===== src/rtl/mlt_pkg.sv =====
// shared types and constants for the mac learning table
package mlt_pkg;

  // table geometry
  localparam int TABLE_ENTRIES = 256;
  localparam int PORT_COUNT    = 16;
  localparam int IDX_W         = $clog2(TABLE_ENTRIES);
  localparam int CNT_W         = $clog2(TABLE_ENTRIES + 1);
  localparam logic [IDX_W-1:0] LAST_IDX = IDX_W'(TABLE_ENTRIES - 1);

  // field widths
  localparam int ADDR_W     = 48;
  localparam int PORT_W     = 4;
  localparam int TIME_W     = 48;
  localparam int COUNT_W    = 9;
  localparam int MAX_W      = 9;
  localparam int AGE_W      = 32;
  localparam int CFG_IDX_W  = 1;
  localparam int CFG_DATA_W = 32;

  // register reset values
  localparam logic [MAX_W-1:0] MAX_ENTRIES_RST = MAX_W'(256);
  localparam logic [AGE_W-1:0] AGE_LIMIT_RST   = AGE_W'(300);
  localparam logic [TIME_W-1:0] TIME_MAX       = {TIME_W{1'b1}};

  typedef enum logic [0:0] {
    OP_LEARN  = 1'b0,
    OP_LOOKUP = 1'b1
  } op_e;

  typedef enum logic [CFG_IDX_W-1:0] {
    REG_MAX_ENTRIES = 1'b0,
    REG_AGE_LIMIT   = 1'b1
  } cfg_reg_e;

  typedef enum logic [1:0] {
    ST_IDLE,
    ST_SCAN,
    ST_DRAIN,
    ST_DECIDE
  } state_e;

  // one stored table entry
  typedef struct packed {
    logic [ADDR_W-1:0] addr;
    logic [PORT_W-1:0] port;
    logic [TIME_W-1:0] expiry;
  } entry_t;

  // sequencer to store
  typedef struct packed {
    logic             rd_en;
    logic [IDX_W-1:0] rd_idx;
    logic             wr_en;
    logic             set_vld;
    logic             clr_vld;
    logic [IDX_W-1:0] wr_idx;
    entry_t           wr_entry;
  } store_cmd_t;

  // store to sequencer, valid in the cycle after a read
  typedef struct packed {
    logic   rd_vld;
    entry_t rd_entry;
  } store_rsp_t;

endpackage


===== src/rtl/mlt_req_if.sv =====
// request channel: operation, address, port and time
interface mlt_req_if;
  logic                        valid;
  logic                        ready;
  logic                        operation;
  logic [mlt_pkg::ADDR_W-1:0]  mac_address;
  logic [mlt_pkg::PORT_W-1:0]  port_number;
  logic [mlt_pkg::TIME_W-1:0]  now;

  modport source (output valid, output operation, output mac_address,
                  output port_number, output now, input ready);
  modport sink (input valid, input operation, input mac_address,
                input port_number, input now, output ready);
endinterface


===== src/rtl/mlt_rsp_if.sv =====
// response channel: hit, port and entry count
interface mlt_rsp_if;
  logic                        valid;
  logic                        ready;
  logic                        hit;
  logic [mlt_pkg::PORT_W-1:0]  found_port;
  logic [mlt_pkg::COUNT_W-1:0] entry_count;

  modport source (output valid, output hit, output found_port,
                  output entry_count, input ready);
  modport sink (input valid, input hit, input found_port,
                input entry_count, output ready);
endinterface


===== src/rtl/mlt_seq.sv =====
// scan sequencer: one slot compared per cycle, then update and respond
module mlt_seq (
  input  logic                               clk_i,
  input  logic                               rst_ni,
  mlt_req_if.sink                            req_i,
  mlt_rsp_if.source                          rsp_o,
  input  logic                               cfg_we_i,
  input  logic [mlt_pkg::CFG_IDX_W-1:0]      cfg_idx_i,
  input  logic [mlt_pkg::CFG_DATA_W-1:0]     cfg_data_i,
  output mlt_pkg::store_cmd_t                cmd_o,
  input  mlt_pkg::store_rsp_t                srsp_i
);

  mlt_pkg::state_e state_q, state_d;

  // configuration
  logic [mlt_pkg::MAX_W-1:0] max_q;
  logic [mlt_pkg::AGE_W-1:0] age_q;

  // request capture
  logic                        op_q;
  logic [mlt_pkg::ADDR_W-1:0]  addr_q;
  logic [mlt_pkg::PORT_W-1:0]  port_q;
  logic [mlt_pkg::TIME_W-1:0]  now_q;
  logic [mlt_pkg::TIME_W-1:0]  exp_q;
  logic [mlt_pkg::TIME_W:0]    exp_sum;

  // scan state
  logic [mlt_pkg::IDX_W-1:0]   idx_q;
  logic [mlt_pkg::IDX_W-1:0]   cmp_idx_q;
  logic                        pend_q;
  logic                        match_q;
  logic [mlt_pkg::IDX_W-1:0]   match_idx_q;
  logic [mlt_pkg::PORT_W-1:0]  match_port_q;
  logic [mlt_pkg::TIME_W-1:0]  match_exp_q;
  logic                        free_fnd_q;
  logic [mlt_pkg::IDX_W-1:0]   free_idx_q;
  logic [mlt_pkg::CNT_W-1:0]   live_q;

  // result register
  logic                        rsp_vld_q;
  logic                        rsp_hit_q;
  logic [mlt_pkg::PORT_W-1:0]  rsp_port_q;
  logic [mlt_pkg::COUNT_W-1:0] rsp_cnt_q;

  // decision terms
  logic accept, go, learn_ok, lookup, room, fresh;
  logic do_refresh, do_insert, do_expire, hit_d;
  logic [mlt_pkg::CNT_W-1:0] live_d;

  assign accept = req_i.valid && req_i.ready;

  assign learn_ok = (op_q == mlt_pkg::OP_LEARN) && (32'(port_q) < mlt_pkg::PORT_COUNT);
  assign lookup   = (op_q == mlt_pkg::OP_LOOKUP);
  assign room     = (32'(live_q) < 32'(max_q)) && free_fnd_q;
  assign fresh    = match_exp_q > now_q;

  assign do_refresh = learn_ok && match_q;
  assign do_insert  = learn_ok && !match_q && room;
  assign do_expire  = lookup && match_q && !fresh;
  assign hit_d      = do_refresh || do_insert || (lookup && match_q && fresh);

  // saturating expiry
  assign exp_sum = {1'b0, now_q} + (mlt_pkg::TIME_W + 1)'(age_q);

  // next state
  always_comb begin
    state_d = state_q;
    case (state_q)
      mlt_pkg::ST_IDLE: begin
        if (req_i.valid) state_d = mlt_pkg::ST_SCAN;
      end
      mlt_pkg::ST_SCAN: begin
        if (idx_q == mlt_pkg::LAST_IDX) state_d = mlt_pkg::ST_DRAIN;
      end
      mlt_pkg::ST_DRAIN: begin
        state_d = mlt_pkg::ST_DECIDE;
      end
      mlt_pkg::ST_DECIDE: begin
        if (!rsp_vld_q || rsp_o.ready) state_d = mlt_pkg::ST_IDLE;
      end
      default: state_d = mlt_pkg::ST_IDLE;
    endcase
  end

  // outputs and store commands
  always_comb begin
    req_i.ready = 1'b0;
    go          = 1'b0;
    cmd_o       = '0;
    case (state_q)
      mlt_pkg::ST_IDLE: begin
        req_i.ready = 1'b1;
      end
      mlt_pkg::ST_SCAN: begin
        cmd_o.rd_en = 1'b1;
      end
      mlt_pkg::ST_DECIDE: begin
        go = !rsp_vld_q || rsp_o.ready;
      end
      default: begin
        go = 1'b0;
      end
    endcase
    cmd_o.rd_idx          = idx_q;
    cmd_o.wr_idx          = match_q ? match_idx_q : free_idx_q;
    cmd_o.wr_en           = go && (do_refresh || do_insert);
    cmd_o.set_vld         = go && do_insert;
    cmd_o.clr_vld         = go && do_expire;
    cmd_o.wr_entry.addr   = addr_q;
    cmd_o.wr_entry.port   = port_q;
    cmd_o.wr_entry.expiry = exp_q;
  end

  // live count after this request
  always_comb begin
    live_d = live_q;
    if (do_insert) begin
      live_d = live_q + mlt_pkg::CNT_W'(1);
    end else if (do_expire && (live_q != '0)) begin
      live_d = live_q - mlt_pkg::CNT_W'(1);
    end
  end

  // control registers
  always_ff @(posedge clk_i or negedge rst_ni) begin
    if (!rst_ni) begin
      state_q    <= mlt_pkg::ST_IDLE;
      max_q      <= mlt_pkg::MAX_ENTRIES_RST;
      age_q      <= mlt_pkg::AGE_LIMIT_RST;
      idx_q      <= '0;
      pend_q     <= 1'b0;
      match_q    <= 1'b0;
      free_fnd_q <= 1'b0;
      live_q     <= '0;
      rsp_vld_q  <= 1'b0;
    end else begin
      state_q <= state_d;
      pend_q  <= cmd_o.rd_en;

      // register writes
      if (cfg_we_i) begin
        case (mlt_pkg::cfg_reg_e'(cfg_idx_i))
          mlt_pkg::REG_MAX_ENTRIES: max_q <= cfg_data_i[mlt_pkg::MAX_W-1:0];
          mlt_pkg::REG_AGE_LIMIT:   age_q <= cfg_data_i[mlt_pkg::AGE_W-1:0];
          default: ;
        endcase
      end

      // scan index and match tracking
      if (accept) begin
        idx_q      <= '0;
        match_q    <= 1'b0;
        free_fnd_q <= 1'b0;
      end else begin
        if (cmd_o.rd_en) idx_q <= idx_q + mlt_pkg::IDX_W'(1);
        if (pend_q && srsp_i.rd_vld && (srsp_i.rd_entry.addr == addr_q)) match_q <= 1'b1;
        if (pend_q && !srsp_i.rd_vld) free_fnd_q <= 1'b1;
      end

      if (go) live_q <= live_d;

      // result transfer
      if (go) begin
        rsp_vld_q <= 1'b1;
      end else if (rsp_o.ready) begin
        rsp_vld_q <= 1'b0;
      end
    end
  end

  // payload registers
  always_ff @(posedge clk_i) begin
    if (accept) begin
      op_q   <= req_i.operation;
      addr_q <= req_i.mac_address;
      port_q <= req_i.port_number;
      now_q  <= req_i.now;
    end
    if (state_q == mlt_pkg::ST_SCAN) begin
      exp_q <= exp_sum[mlt_pkg::TIME_W] ? mlt_pkg::TIME_MAX : exp_sum[mlt_pkg::TIME_W-1:0];
    end
    cmp_idx_q <= idx_q;
    // first matching slot
    if (pend_q && !match_q && srsp_i.rd_vld && (srsp_i.rd_entry.addr == addr_q)) begin
      match_idx_q  <= cmp_idx_q;
      match_port_q <= srsp_i.rd_entry.port;
      match_exp_q  <= srsp_i.rd_entry.expiry;
    end
    // lowest free slot
    if (pend_q && !free_fnd_q && !srsp_i.rd_vld) begin
      free_idx_q <= cmp_idx_q;
    end
    if (go) begin
      rsp_hit_q  <= hit_d;
      rsp_port_q <= (lookup && match_q && fresh) ? match_port_q : '0;
      rsp_cnt_q  <= mlt_pkg::COUNT_W'(live_d);
    end
  end

  assign rsp_o.valid       = rsp_vld_q;
  assign rsp_o.hit         = rsp_hit_q;
  assign rsp_o.found_port  = rsp_port_q;
  assign rsp_o.entry_count = rsp_cnt_q;

endmodule


===== src/flat_wrapper.sv =====
// flat-port wrapper written by rule: the top's interface ports become plain ports
module mlt_seq_flat 
  (clk_i, rst_ni, cfg_we_i, cfg_idx_i, cfg_data_i, cmd_o, srsp_i, req_i_valid, req_i_operation, req_i_mac_address, req_i_port_number, req_i_now, req_i_ready, rsp_o_valid, rsp_o_hit, rsp_o_found_port, rsp_o_entry_count, rsp_o_ready);
  mlt_req_if req_i_i ();
  mlt_rsp_if rsp_o_i ();
  input  logic clk_i;
  input  logic rst_ni;
  input  logic cfg_we_i;
  input  logic [mlt_pkg::CFG_IDX_W-1:0] cfg_idx_i;
  input  logic [mlt_pkg::CFG_DATA_W-1:0] cfg_data_i;
  output mlt_pkg::store_cmd_t cmd_o;
  input  mlt_pkg::store_rsp_t srsp_i;
  input wire logic [$bits(req_i_i.valid)-1:0] req_i_valid;
  input wire logic [$bits(req_i_i.operation)-1:0] req_i_operation;
  input wire logic [$bits(req_i_i.mac_address)-1:0] req_i_mac_address;
  input wire logic [$bits(req_i_i.port_number)-1:0] req_i_port_number;
  input wire logic [$bits(req_i_i.now)-1:0] req_i_now;
  output wire logic [$bits(req_i_i.ready)-1:0] req_i_ready;
  output wire logic [$bits(rsp_o_i.valid)-1:0] rsp_o_valid;
  output wire logic [$bits(rsp_o_i.hit)-1:0] rsp_o_hit;
  output wire logic [$bits(rsp_o_i.found_port)-1:0] rsp_o_found_port;
  output wire logic [$bits(rsp_o_i.entry_count)-1:0] rsp_o_entry_count;
  input wire logic [$bits(rsp_o_i.ready)-1:0] rsp_o_ready;
  assign req_i_i.valid = req_i_valid;
  assign req_i_i.operation = req_i_operation;
  assign req_i_i.mac_address = req_i_mac_address;
  assign req_i_i.port_number = req_i_port_number;
  assign req_i_i.now = req_i_now;
  assign req_i_ready = req_i_i.ready;
  assign rsp_o_valid = rsp_o_i.valid;
  assign rsp_o_hit = rsp_o_i.hit;
  assign rsp_o_found_port = rsp_o_i.found_port;
  assign rsp_o_entry_count = rsp_o_i.entry_count;
  assign rsp_o_i.ready = rsp_o_ready;
  mlt_seq u_core (.clk_i(clk_i), .rst_ni(rst_ni), .req_i(req_i_i), .rsp_o(rsp_o_i), .cfg_we_i(cfg_we_i), .cfg_idx_i(cfg_idx_i), .cfg_data_i(cfg_data_i), .cmd_o(cmd_o), .srsp_i(srsp_i));
endmodule

===== config.mk =====
export PLATFORM = sky130hd
export DESIGN_NAME = mlt_seq_flat
export DESIGN_NICKNAME = d
export VERILOG_FILES = /design/src/rtl/mlt_pkg.sv /design/src/rtl/mlt_req_if.sv /design/src/rtl/mlt_rsp_if.sv /design/src/rtl/mlt_seq.sv /design/src/flat_wrapper.sv
export SDC_FILE = /design/constraint.sdc
export NUM_CORES = 1
export LEC_CHECK = 0
export BUFFER_PORTS_ARGS = -buffer_cell sky130_fd_sc_hd__buf_2
export CAP_MARGIN = 0
export CORE_MARGIN = 2
export CORE_UTILIZATION = 35
export CTS_CLUSTER_DIAMETER = 120
export DETAILED_ROUTE_END_ITERATION = 10
export GPL_TIMING_DRIVEN = 1
export SLEW_MARGIN = 20
export SYNTH_ARGS = -nofsm -noshare
export SYNTH_HDL_FRONTEND = slang
export SYNTH_SLANG_ARGS = --single-unit

===== constraint.sdc =====
create_clock -name clk_i -period 6.1 [get_ports clk_i]
set_input_delay 0.61 -clock clk_i [delete_from_list [all_inputs] [get_ports clk_i]]
set_output_delay 0.61 -clock clk_i [all_outputs]
set_load 0.05 [all_outputs]

# After elaboration in Yosys (flattened, before gate mapping)
# Index checks and enable logic that the tools add are counted.
# classes
add_sub_neg,4
n_bitwise,2
n_eq_ne,8
reduce_logical,37
muxes,18
order_cmp,2
# op_table
operator,n
$add A48 B32 Y49,1
$eq A48 B48 Y1,1
$gt A48 B48 Y1,1
$mux W8,3
$logic_and A1 B1 Y1,20
$mux W9,2
$add A9 B1 Y9 const B,1
$lt A9 B9 Y1,1
$mux W1,9
$reduce_bool A9 Y1,1
$sub A9 B1 Y9 const B,1
$add A8 B1 Y8 const B,1
$eq A8 B8 Y1 const B,1
$pmux W2 S4,1
$reduce_bool A2 Y1,4
$mux W2,3
$logic_not A1 Y1,5
$eq A2 B2 Y1 const B,2
$ne A2 B1 Y1 const B,2
$reduce_and A2 Y1,2
$logic_or A1 B1 Y1,3
$reduce_and A3 Y1,1
$eq A2 B1 Y1 const B,1
$logic_not A2 Y1,1
2 further kinds,3
# totals
wordCells,93
ff_bits,303
out_inout_bits,136
inputBits,240

# Longest topological paths before layout
# depth
ltp_word,6
ltp_mapped,12
depth_no_buf,11

# Least setup slack after synthesis
# OpenSTA, ideal clock, no wires.
# synth_timing
path_kind,flip-flop to flip-flop
startpoint,register u_core.state_q[0]
endpoint,"register u_core.addr_q[0] in the netlist's numbering, enable pin"
n_path_buf,1
slack_ps,1456
t_required_ps,5594
path_stages_with_launch,5
setup_time_ps,506
arrival_time_ps,4138
cell_sequence,dfrtp_1 inv_1 ha_1 and2_1 clkbuf_1
# synth_via
elab_chain_cells,3
# synth_rtl
item,line,rtl
start: declaration,mlt_seq.sv:14,"mlt_pkg::state_e state_q, state_d;"
start signal: assignment,mlt_seq.sv:128,state_q <= mlt_pkg::ST_IDLE;
start signal: assignment,mlt_seq.sv:138,state_q <= state_d;
$logic_not A2 Y1,mlt_seq.sv:91,case (state_q)
$mux W1,mlt_seq.sv:91,
via req_i_ready,flat_wrapper.sv:18,output wire logic [$bits(req_i_i.ready)-1:0] req_i_ready;
$logic_and A1 B1 Y1,mlt_seq.sv:51,assign accept = req_i.valid && req_i.ready;
via u_core.accept,mlt_seq.sv:47,"logic accept, go, learn_ok, lookup, room, fresh;"
end signal: assignment,mlt_seq.sv:176,addr_q <= req_i.mac_address;
end: declaration,mlt_seq.sv:22,logic [mlt_pkg::ADDR_W-1:0] addr_q;
# The timed path passes the listed nets, and every way through them passes these cells.
# A chain may end at the register's enable or synchronous reset.

==> impl_metrics.tcl <==
set metrics [dict create \
    cp_max_fo 6 \
    routed.top_layer "met5" \
    worstPathBufferInverterCount 2 \
    powerDensity_mw_per_mm2 426 \
    yosysTopAreaCell "edfxtp_1" \
    hp-start "req_i_mac_address[24]" \
    ctsLongestPathBuffers 3 \
    wl_met1_mm 17.6 \
    grt_max_degree 65 \
    die_x_um 209 \
    antenna_found_initial 22 \
    syn-num-nets 1502 \
    gp_congestion 0.937 \
    grt_pass1_vias 10690 \
    post-cts-setup-buffers 0 \
    synth_edf_count 231 \
    cts_hold_buf 0 \
    synthTopCellsByArea "edfxtp_1, dfrtp_1, ha_1" \
    die_area_sq_mm 0.0436 \
    met2_length_mm 20.1 \
    syn_area_sq_mm 0.0147 \
    num_io_pins 376 \
    startpoint "u_core.now_q[41]" \
    crit_chain "inv_1 > ha_1 > a21oi_1 > nor2_1 > a211oi_1 > o211ai_1 > a211oi_4 > nor2_2 > nor3_1 > buf_2" \
    drc_errors 0 \
    pre_cts_ws_ns 2.32 \
    period_needed_ns 4.01 \
    drtIter0Drc 549 \
    syn-mean-instance-area_sq_um 12.6 \
    fill_cells 3991 \
    postRouteWirelength_mm 41.9 \
    final_common_cell "buf_2" \
    ctsHtreeMaxLevel 2 \
    netlist_instances 1166 \
    clkSlewWorstSetupHoldPaths_ns 0.06 \
    finClkSkew_ns 0.0118 \
    worstPathArrival_ns 3.40 \
    nNetsFinal 1896 \
    worstPathRequired_ns 5.49 \
    port-buffer-count 375 \
    slowest_delay_ns 0.51 \
    syn_to_final_growth_pct 25.2 \
    vias_per_cell 4.91 \
    fmax_ghz 0.249 \
    via_count 10507 \
    fp.coreArea_sq_mm 0.0417 \
    status "finished, final reports clean" \
    start_util_pct 35.2 \
    multi_input_area_sq_mm 0.00553 \
    synth_flop_cell "edfxtp_1" \
    rsz0062_at_grt "no" \
    routedWlPerCell_um 19.6 \
    firstDrtPassIters 5 \
    rows 75 \
    ir_drop_uv 269 \
    met3_length_mm 2.70 \
    hpwl_mm 32.5 \
    max_slew_margin_pct 36.5 \
    drive_gt1_share_pct 33.5 \
    power_leakage_uw 0.00773 \
    insertion_delay_ns 0.54 \
    tns_ns 0 \
    ys_types 84 \
    tightest_slew_ns 0.952 \
    finalHoldViolCount 0 \
    gr-total-overflow 0 \
    synthArstFlopShare_pct 21.1 \
    total_power_uw 7830 \
    crit_family "compound AO/OA/AOI/OAI gates" \
    layout_common_cells "buf_2, edfxtp_1, ha_1" \
    r2r-start "u_core.now_q[0]" \
    postCtsResizedCells 0 \
    path_class "register to primary output" \
    seqCellArea_sq_mm 0.00870 \
    cts_made_buffers 35 \
    crit_slowest_cell "a211oi_4" \
    synth_top_area_share_pct 47.3 \
    cts_tree "done" \
    ant_nets 0 \
    worstSetupStartpointType "register" \
    critPathCaptureType "primary output" \
    cts_root_buf "clkbuf_16" \
    seq_area_frac_synth_pct 59.3 \
    grt_pass1_wl_mm 62.9 \
    worst_slack_ns 2.09 \
    die_h_um 209 \
    yosysWarningCount 0 \
    gr-usage-all-layers_pct 19.1 \
    fin_crit_sh_pct 65.8 \
    slew_violations 0 \
    clock_sinks 303 \
    synth-seq-cells 303 \
    finalSetupViolCount 0 \
    hp-class "primary input to register" \
    cap_viol_max_count 0 \
]
Yosys cell counts (all sizes together) (4+ instances only):
cell type	instances
ha	95
dfstp	5
nand4	39
o31ai	4
and3	10
xnor2	52
inv	82
o21bai	4
o211ai	8
nor2b	6
mux2	44
dfxtp	8
nand2	110
nand2b	6
dfrtp	59
xor2	42
o21a	8
and2	4
nor2	51
a21o	14
clkbuf	12
o21ai	57
buf	14
nand3	22
nor3	17
a21oi	80
or2	6
edfxtp	231
a211oi	9
a31oi	4
nor4	16
flip-flops by register name (all words and copies together) (netlist names), 2 cells and up:
| register | count |
|---|---|
| u_core.state_q | 2 |
| u_core.port_q | 4 |
| u_core.match_idx_q | 8 |
| u_core.age_q | 32 |
| u_core.cmp_idx_q | 8 |
| u_core.now_q | 48 |
| u_core.rsp_o.entry_count | 9 |
| u_core.max_q | 9 |
| u_core.rsp_o.found_port | 4 |
| u_core.addr_q | 48 |
| u_core.free_idx_q | 8 |
| u_core.live_q | 9 |
| u_core.match_exp_q | 48 |
| u_core.idx_q | 8 |
| u_core.exp_q | 48 |
| u_core.match_port_q | 4 |
worst paths after layout:
kind | slack, ns | end | cells after the start
worst min register to register | 0.42 | u_core.match_idx_q[3] | 0
worst max-delay path | 2.09 | cmd_o[108] | 10
max in group asynchronous | 5.18 | u_core.age_q[18] | 2
worst max register to register | 2.59 | u_core.exp_q[38] | 11
min in group asynchronous | 0.29 | u_core.max_q[2] | 2
worst min-delay path | 0.24 | u_core.addr_q[24] | 1
worst register-to-register path: cells and delay by family (launching register included):
family,cells,cell delay [ns]
buf+inv,1,0.08
flops,1,0.37
fa+ha+maj,2,0.64
compound gates,4,0.95
simple gates,4,1.34
layer usage:
layer | vias to the layer above | global-route usage [%]
met5 | - | 0
met4 | 12 | 8.33
met3 | 80 | 4.93
met2 | 323 | 30.9
met1 | 4988 | 24.1
li1 | 5104 | -
cell families (layout without fill, tap and decap cells):
kind of cell             count (synthesis)  after routing  share of synthesized area [%]
buffers and inverters                  108            528                           3.04
adder cells (fa/ha/maj)                 96             96                           8.24
multiplexers                            47             47                           3.58
flip-flops                             303            303                           59.3
AND/OR/NAND/NOR                        299            299                           10.3
other                                    0             16                              0
XOR/XNOR                                94             94                           5.61
AO/OA/AOI/OAI                          219            219                           9.87
area by class of cell:
| type | instances | area share [%] |
|---|---|---|
| multi-input combinational | 755 | 30.1 |
| clock inverter | 12 | 0.525 |
| sequential | 303 | 47.4 |
| antenna | 16 | 0.218 |
| timing repair buffer | 383 | 10.5 |
| clock buffer | 51 | 5.83 |
| tap | 539 | 3.67 |
| inverter | 82 | 1.68 |
through the flow:
step / cell area (sq um) / hold slack, ns / cells / utilization, %
after global placement: 17200 / 0.407 / 2062 / 41.2
final: 18400 / 0.245 / 2141 / 44.1
after CTS: 18300 / 0.207 / 2125 / 44.0
after detailed placement: 17200 / 0.413 / 2062 / 41.2
after global routing: 18400 / 0.218 / 2138 / 44.1
after floorplan: 14700 / 0.314 / 1166 / -
where the power goes:
part           switching [uW]  total, uW  internal [uW]  leakage, uW
Clock                     854       2120           1270     0.000563
Sequential                219       2990           2770      0.00296
Combinational            1950       2720            770      0.00421
Total                    3030       7830           4800      0.00773
No activity file was read; power rests on OpenSTA's default activity.
